$ cat config.mk
export PLATFORM = sky130hd
export DESIGN_NAME = hpt_ctrl
export DESIGN_NICKNAME = d
export VERILOG_FILES = /design/src/hw/rtl/hpt_pkg.sv /design/src/hw/rtl/hpt_ctrl.sv
export SDC_FILE = /design/constraint.sdc
export NUM_CORES = 1
export LEC_CHECK = 0
export ABC_AREA = 1
export BUFFER_PORTS_ARGS = -buffer_cell sky130_fd_sc_hd__buf_2
export CORE_MARGIN = 5
export CORE_UTILIZATION = 29
export CTS_CLUSTER_SIZE = 30
export DETAILED_ROUTE_END_ITERATION = 12
export GPL_TIMING_DRIVEN = 0
export SYNTH_ARGS = -nofsm -noshare
export SYNTH_HDL_FRONTEND = slang
export SYNTH_SLANG_ARGS = --single-unit
export TNS_END_PERCENT = 30
$ cat constraint.sdc
create_clock -name aclk -period 1.5 [get_ports aclk]
set_input_delay 0.3 -clock aclk [delete_from_list [all_inputs] [get_ports aclk]]
set_output_delay 0.3 -clock aclk [all_outputs]
set_load 0.02 [all_outputs]
$ cat src/hw/rtl/hpt_pkg.sv
// Package for the homogeneous point transform core: request and result types,
// operation codes and controller state, command and status types. No dependencies.
package hpt_pkg;

    typedef enum logic [2:0] {
        FUNC_WR_CUR   = 3'd0,
        FUNC_WR_STG   = 3'd1,
        FUNC_COMPOSE  = 3'd2,
        FUNC_IDENTITY = 3'd3,
        FUNC_XFORM    = 3'd4
    } func_t;

    typedef struct packed {
        logic [2:0]         func;
        logic [3:0]         entry_index;
        logic signed [31:0] entry_value;
        logic signed [31:0] point_x;
        logic signed [31:0] point_y;
        logic signed [31:0] point_z;
    } req_t;

    typedef struct packed {
        logic signed [31:0] out_x;
        logic signed [31:0] out_y;
        logic signed [31:0] out_z;
        logic               w_zero;
    } res_t;

    typedef enum logic [3:0] {
        ST_IDLE,
        ST_WRITE,
        ST_IDENT,
        ST_CMP_MAC,
        ST_CMP_COPY,
        ST_XF_MAC,
        ST_DIV_START,
        ST_DIV_RUN,
        ST_RESULT
    } state_t;

    // Commands from the controller to the datapath.
    typedef struct packed {
        logic load_req;
        logic do_write;
        logic do_ident;
        logic mac_clear;
        logic mac_step;
        logic cmp_store;
        logic cmp_copy;
        logic xf_store;
        logic div_start;
        logic div_step;
        logic res_load;
    } dp_cmd_t;

    // Status from the datapath to the controller.
    typedef struct packed {
        logic mac_last;
        logic cell_last;
        logic div_last;
        logic div_lane_last;
    } dp_sts_t;

endpackage

$ cat src/hw/rtl/hpt_ctrl.sv
// Controller state machine of the point transform core. Sequences the
// datapath through commands and owns the handshakes. Depends on hpt_pkg.
module hpt_ctrl
    import hpt_pkg::*;
(
    input  logic    aclk,
    input  logic    aresetn,
    input  logic    s_valid,
    output logic    s_ready,
    input  logic [2:0] s_func,
    output logic    m_valid,
    input  logic    m_ready,
    output dp_cmd_t cmd,
    input  dp_sts_t sts
);
    state_t state_reg, state_next;
    logic   m_valid_reg, m_valid_next;
    logic   accept;
    logic   res_free;

    assign accept   = s_valid && s_ready;
    assign s_ready  = (state_reg == ST_IDLE);
    assign m_valid  = m_valid_reg;
    // The result register can take a new result once the old one is gone.
    assign res_free = !m_valid_reg || m_ready;

    // Next state.
    always_comb begin
        state_next = state_reg;
        unique case (state_reg)
            ST_IDLE: begin
                if (accept) begin
                    case (s_func)
                        FUNC_WR_CUR, FUNC_WR_STG: state_next = ST_WRITE;
                        FUNC_COMPOSE:             state_next = ST_CMP_MAC;
                        FUNC_IDENTITY:            state_next = ST_IDENT;
                        FUNC_XFORM:               state_next = ST_XF_MAC;
                        default:                  state_next = ST_IDLE;
                    endcase
                end
            end
            ST_WRITE, ST_IDENT, ST_CMP_COPY: state_next = ST_IDLE;
            ST_CMP_MAC:
                if (sts.mac_last && sts.cell_last) state_next = ST_CMP_COPY;
            ST_XF_MAC:
                if (sts.mac_last && sts.cell_last) state_next = ST_DIV_START;
            ST_DIV_START: state_next = ST_DIV_RUN;
            ST_DIV_RUN:
                if (sts.div_last)
                    state_next = sts.div_lane_last ? ST_RESULT : ST_DIV_START;
            ST_RESULT:
                if (res_free) state_next = ST_IDLE;
            default: state_next = ST_IDLE;
        endcase
    end

    // Commands.
    always_comb begin
        cmd = '0;
        m_valid_next = m_valid_reg && !m_ready;
        unique case (state_reg)
            ST_IDLE: begin
                cmd.load_req  = accept;
                cmd.mac_clear = accept;
            end
            ST_WRITE: cmd.do_write = 1'b1;
            ST_IDENT: cmd.do_ident = 1'b1;
            ST_CMP_COPY: cmd.cmp_copy = 1'b1;
            ST_CMP_MAC: begin
                cmd.mac_step  = !sts.mac_last;
                cmd.cmp_store = sts.mac_last;
            end
            ST_XF_MAC: begin
                cmd.mac_step = !sts.mac_last;
                cmd.xf_store = sts.mac_last;
            end
            ST_DIV_START: cmd.div_start = 1'b1;
            ST_DIV_RUN:   cmd.div_step  = 1'b1;
            ST_RESULT: begin
                if (res_free) begin
                    cmd.res_load = 1'b1;
                    m_valid_next = 1'b1;
                end
            end
            default: cmd = '0;
        endcase
    end

    always_ff @(posedge aclk) begin
        if (!aresetn) begin
            state_reg   <= ST_IDLE;
            m_valid_reg <= 1'b0;
        end else begin
            state_reg   <= state_next;
            m_valid_reg <= m_valid_next;
        end
    end

`ifndef NO_ASSERTIONS
    a_no_accept_busy: assert property (@(posedge aclk) disable iff (!aresetn)
        (state_reg != ST_IDLE) |-> !s_ready) else $error("ready while busy");
    a_result_once: assert property (@(posedge aclk) disable iff (!aresetn)
        (state_reg == ST_RESULT) |=> m_valid) else $error("result not raised");
    a_div_follows: assert property (@(posedge aclk) disable iff (!aresetn)
        (state_reg == ST_DIV_START) |=> (state_reg == ST_DIV_RUN))
        else $error("divider sequence broken");
`endif

endmodule

==> run summary, run 1 <==
status - finished, violations left
failing checks - setup timing
final hold vios - 0
number of flip-flops in the largest register - 4
Clock Sinks - 5
area post-placement - 606 sq um
Setup CP Type - flip-flop to primary output
Mapped Nets - 92
CP endpoint kind - primary output
Reg-to-Reg Start - state_reg[1]
final WL - 1.38 mm
First DRT Iteration DRCs - 7
global route overflow - 0
R2R cell count - 10
setup slack, reg-to-reg - 0.20 ns
RSZ-0062 raised after global routing - yes
DRT antenna net count - 0
minimum clock period - 1.51 ns
final non-filler cell total - 130
# nets final - 126
slowest CP cell - dfxtp_2
crit-path max FO - 5
vias in the first global route - 582
area delta synth->final - 58.0%
CTS tree - yes
Total GRT Usage - 10.9%
CTS root buf - clkbuf_4
share of the synthesized area in the top cell type - 21.4%
post-detail-place hpwl - 958 microns
setup ws final - -0.0119 ns
cell taking the most area after synthesis - dfxtp_1
DRC Markers - 0
Hold Crit Class - primary input to flip-flop
Max Slew Vio Count - 0
Post-Synthesis Cell Area - 468 sq um
die height - 50.2 microns
commonest cells after routing, fill and taps aside - nor2_1 (16), buf_2 (16), nand2_1 (15), buf_4 (13), inv_1 (10)
post-layout util - 48.5%
I/O pin total - 24
placed cells - 120
crit-path cells - nor2_4 > nand2_2 > a21oi_2 > buf_4
Syn Inst Count - 81
Worst Clk Skew - 0.00246 ns
count of buffer and inverter cells on the critical path - 1
Syn. warnings - 0
Synth Area in XOR/XNOR - 0%
adder-cell share of the synthesized area - 0%
worst rel slew slack - 85.5%
worst-margin pin slew - 0.217 ns
post-DR vias/cell - 4.41
first-pass GRT wire length - 2.26 mm
largest net degree at the start of global routing - 8
Setup crit end - cmd[6]
mux cell area share after synthesis - 0%
Critical Path RT - 1.20 ns
Netlist cell types - 18
Compound-Gate Fraction of Synth Area - 6.15%
CP top delay family - flip-flops
cts bufs inserted - 3
initial antenna violation count - 0
Pwr Density - 2110 nW/um^2
Max Cap Viol - 0
Avg Cell Area, Syn - 5.78 sq um
clock latency on the worst-skew pair - 0.24 ns
Final setup viols - 3
Seq/Total Area, Yosys - 21.4%
Synth Register Bits - 5
R2R Path End - state_reg[3]
Port Buf Inserts - 23
Initial Util - 30.7%
highest cell delay on the worst timing path - 0.35 ns
Synth area leaders - dfxtp_1 (21%), nand2_1 (14%), nor2_1 (14%)
full die area - 2520 sq um
die width - 50.2 microns
Core Area - 1520 sq um
Pre-Repair DR Iteration Count - 3
critical path depth in cells - 4
CP Launch Type - flip-flop
dpl ws - 0.0657 ns
share of layout cells above drive strength 1 - 50.0%
CTS clk-pin slew, worst paths - 0.05 ns
vias post-DR - 573
Worst Setup SP - state_reg[3]
clk buf depth - 2
main combinational cell family by area after synthesis - simple AND/OR/NAND/NOR gates
final instance area - 739 sq um
WL per Instance - 10.6 microns
Antenna Cells - 0
Hold Slack - 0.320 ns
CP arrival - 1.21 ns
RD Place Congestion - 0.735
fillers - 157
FMAX - 0.661 GHz
H-tree lvl count - 1
Pleak - 0.418 nW
Cell Rows - 14
Post-Synth Simple-Gate Area - 58.0%
Final Cycle Share - 101%
IR Drop Worst-Case VDD - 0.00105 V
[cell families (layout without fill, tap and decap cells)]
group                  Yosys count  in the layout
AOI/OAI and AO/OA                5              5
buffers and inverters           15             48
DFF                              5              5
and+or+nand+nor                 56             56
[final cells by class]
class                   count  area, sq um  share of cell area [%]
flip-flops and latches      5          110                    14.9
inverters                  13         48.8                    6.60
multi-input cells          61          334                    45.2
well taps                  16         20.0                    2.71
plain buffers               2         18.8                    2.54
repair buffers             29          181                    24.5
clock buffers               4         26.3                    3.55
[power by group]
| group | internal [mW] | switching (mW) | leakage (nW) | total, mW |
|---|---|---|---|---|
| sequential | 0.203 | 0.0719 | 0.0432 | 0.275 |
| clock | 0.101 | 0.0601 | 0.0150 | 0.161 |
| combinational | 0.476 | 0.647 | 0.360 | 1.12 |
| total | 0.780 | 0.779 | 0.418 | 1.56 |
[Yosys cell counts]
cell type,number
a21boi_0,1
a21oi_1,2
a31oi_1,1
buf_4,1
buf_6,1
dfxtp_1,5
inv_1,11
inv_2,2
nand2_1,18
nand2_2,2
nand3_1,8
nand3_2,2
nor2_1,17
nor2_2,4
nor2_4,2
nor3_1,2
nor3_2,1
o21ai_0,1
[metal layers]
layer | GRT usage (%) | up-vias | share of wire, % | wire length [microns]
met2 | 17.6 | 16 | 46 | 638
met5 | 0 | - | 0 | 0
met3 | 3.25 | 0 | 5.7 | 79
li1 | - | 314 | - | -
met1 | 14.3 | 243 | 48 | 658
met4 | 2.62 | 0 | 0 | 0
[stage by stage]
| step | TNS [ns] | power [mW] |
|---|---|---|
| 6_report | -0.0200 | 1.56 |
| 5_1_grt | -0.499 | 1.70 |
| 4_1_cts | -0.0186 | 1.48 |
| 3_5_place_dp | 0 | 1.11 |
| 3_3_place_gp | 0 | 1.11 |
| 2_1_floorplan | 0 | 0.897 |
[worst register-to-register path: stages, from the launching register on]
cell	delay (ns)
dfxtp_2	0.31
buf_6	0.12
nand2_2	0.09
inv_2	0.05
buf_4	0.13
nand3_1	0.09
nand3_2	0.09
nor2_4	0.16
nand2_1	0.07
nand2_1	0.06
nor2_1	0.03
[worst min path at each step]
stage                    to         start  cells after the start
4_1_cts        state_reg[3]       aresetn                      3
3_5_place_dp   state_reg[2]  state_reg[2]                      2
2_1_floorplan  state_reg[3]       aresetn                      2
3_3_place_gp        m_valid       m_valid                      4
6_report       state_reg[2]       aresetn                      3
5_1_grt        state_reg[2]       aresetn                      3
[what timing repair did]
action / 4_1_cts / 5_1_grt
endpoints found under the setup margin: 9 / 10
gates resized for setup: 14 / 9
pin swaps: 4 / 3
setup buffers: 5 / 1
hold buffers: 0 / 0
Power figures use the tool's default switching activity.
==> run 2: changes to the inputs <==
- REMOVE_ABC_BUFFERS: not set -> 1
==> run summary, run 2 (synthesis results as in run 1) <==
CTS clk-pin slew, worst paths - 0.04 ns (about the same)
commonest non-fill, non-tap cell in the layout - nand2_1
minimum clock period - 1.47 ns (-0.0427 ns)
IR Drop Worst-Case VDD - 0.000835 V (-21%)
initial antenna violation count - 0 (unchanged)
Pleak - 0.383 nW (-8.4%)
Total Power - 1.39 mW (-11%)
Setup CP Type - flip-flop to primary output
CTS root buf - clkbuf_4
setup slack, reg-to-reg - 0.32 ns (+0.12 ns)
clock latency on the worst-skew pair - 0.25 ns (about the same)
First DRT Iteration DRCs - 5 (-2)
RSZ-0062 raised after global routing - yes
CP Launch Type - flip-flop
Port Buf Inserts - 23 (unchanged)
crit-path max FO - 5 (unchanged)
Total GRT Usage - 9.50% (-1.5 points)
Clock Sinks - 5 (unchanged)
status - finished clean
Pwr Density - 2000 nW/um^2 (-5.1%)
WL per Instance - 9.73 microns (-8.1%)
HP Start - aresetn
Cell Rows - 14 (unchanged)
Max Cap Viol - 0 (unchanged)
number of flip-flops in the largest register - 4 (unchanged)
CP arrival - 1.17 ns (-0.04 ns)
share of layout cells above drive strength 1 - 47.7% (-2.3 points)
CTS tree - yes
H-tree lvl count - 1 (unchanged)
Worst Setup SP - state_reg[2]
CP endpoint kind - primary output
cts bufs inserted - 3 (unchanged)
Core Area - 1520 sq um (unchanged)
Initial Util - 30.7% (unchanged)
placed cells - 118 (-1.7%)
worst rel slew slack - 88.2% (+2.7 points)
Reg-to-Reg Start - state_reg[2]
final WL - 1.22 mm (-12%)
global route overflow - 0 (unchanged)
post-detail-place hpwl - 959 microns (about the same)
highest cell delay on the worst timing path - 0.36 ns (about the same)
Final Cycle Share - 98.0% (-2.8 points)
die width - 50.2 microns (unchanged)
die height - 50.2 microns (unchanged)
vias post-DR - 564 (-1.6%)
FMAX - 0.681 GHz (+2.9%)
Critical Path RT - 1.20 ns (about the same)
clk buf depth - 2 (unchanged)
first-pass GRT wire length - 1.92 mm (-15%)
DRC Markers - 0 (unchanged)
Max Slew Vio Count - 0 (unchanged)
cts hold-fix bufs - 0 (unchanged)
R2R cell count - 8 (-2)
Hold Crit Class - primary input to flip-flop
final hold vios - 0 (unchanged)
DRT antenna net count - 0 (unchanged)
# nets final - 121 (-4.0%)
area delta synth->final - 47.9%
crit-path cells - nor2_4 > nand2_1 > a21oi_2 > buf_4
Pre-Repair DR Iteration Count - 4 (+1)
full die area - 2520 sq um (unchanged)
final non-filler cell total - 125 (-3.8%)
vias in the first global route - 476 (-18%)
Antenna Cells - 0 (unchanged)
post-layout util - 45.4% (-3.1 points)
Final setup viols - 0 (-3)
I/O pin total - 24 (unchanged)
R2R Path End - state_reg[3]
largest net degree at the start of global routing - 10 (+2)
dpl ws - 0.0930 ns (+0.0273 ns)
worst-margin pin slew - 0.177 ns (-0.0401 ns)
WHS Endpoint - state_reg[2]
post-DR vias/cell - 4.51 (+2.4%)
commonest cells after routing, fill and taps aside - nand2_1 (17), nor2_1 (16), buf_2 (16), inv_1 (9), buf_4 (9)
RD Place Congestion - 0.745 (+1.4%)
setup ws final - 0.0307 ns (+0.0427 ns)
slowest CP cell - dfxtp_4
Worst Clk Skew - 0.00472 ns (+0.00226 ns)
hold path cells - 3 (unchanged)
[run 2: changes by cell type in the layout (fill, tap and decap cells not counted), sizes merged]
cell	delta
buf	-6
clkbuf	+1
[run 2: final cells by class]
type                            instances  area, sq um
Multi-Input combinational cell         61          329
Clock buffer                            4         26.3
Tap cell                               16         20.0
Sequential cell                         5          115
Inverter                               13         48.8
Fill cell                             165          832
Timing Repair Buffer                   26          153
[run 2: critical path: cells and delay by family (launching register included)]
family,cells,cell delay [ns]
AOI/OAI and AO/OA,1,0.14
DFF,1,0.36
buffers and inverters,1,0.14
and+or+nand+nor,2,0.28
[run 2: worst max-delay path by stage]
stage | cells after the start | endpoint
floorplan | 3 | cmd[10]
global placement | 5 | cmd[6]
detailed placement | 5 | cmd[6]
CTS | 5 | cmd[6]
global route | 4 | cmd[6]
finish | 4 | cmd[6]
[run 2: repair_timing]
item,4_1_cts,5_1_grt
pin swaps,0,2
buffers inserted,0,3
endpoints found under the setup margin,10,10
resized for setup,11,13
[run 2: layer usage]
metal	share of wire, %	vias to the layer above	track usage, %
li1	-	307	-
met1	44	240	11.1
met2	49	17	16.1
met3	6.8	0	4.44
met4	0	0	1.31
met5	0	-	0
[run 2: power by group]
group	switching [mW]	total [mW]	internal, mW
Clock	0.0579	0.159	0.101
Combinational	0.578	0.921	0.342
Sequential	0.0945	0.306	0.212
[run 2: through the flow]
| step | instance area [sq um] | TNS [ns] | hold slack, ns |
|---|---|---|---|
| 2_1_floorplan | 449 | 0 | 0.420 |
| 3_3_place_gp | 584 | 0 | 0.541 |
| 3_5_place_dp | 584 | 0 | 0.550 |
| 4_1_cts | 638 | -0.00812 | 0.301 |
| 5_1_grt | 692 | -0.251 | 0.309 |
| 6_report | 692 | 0 | 0.313 |
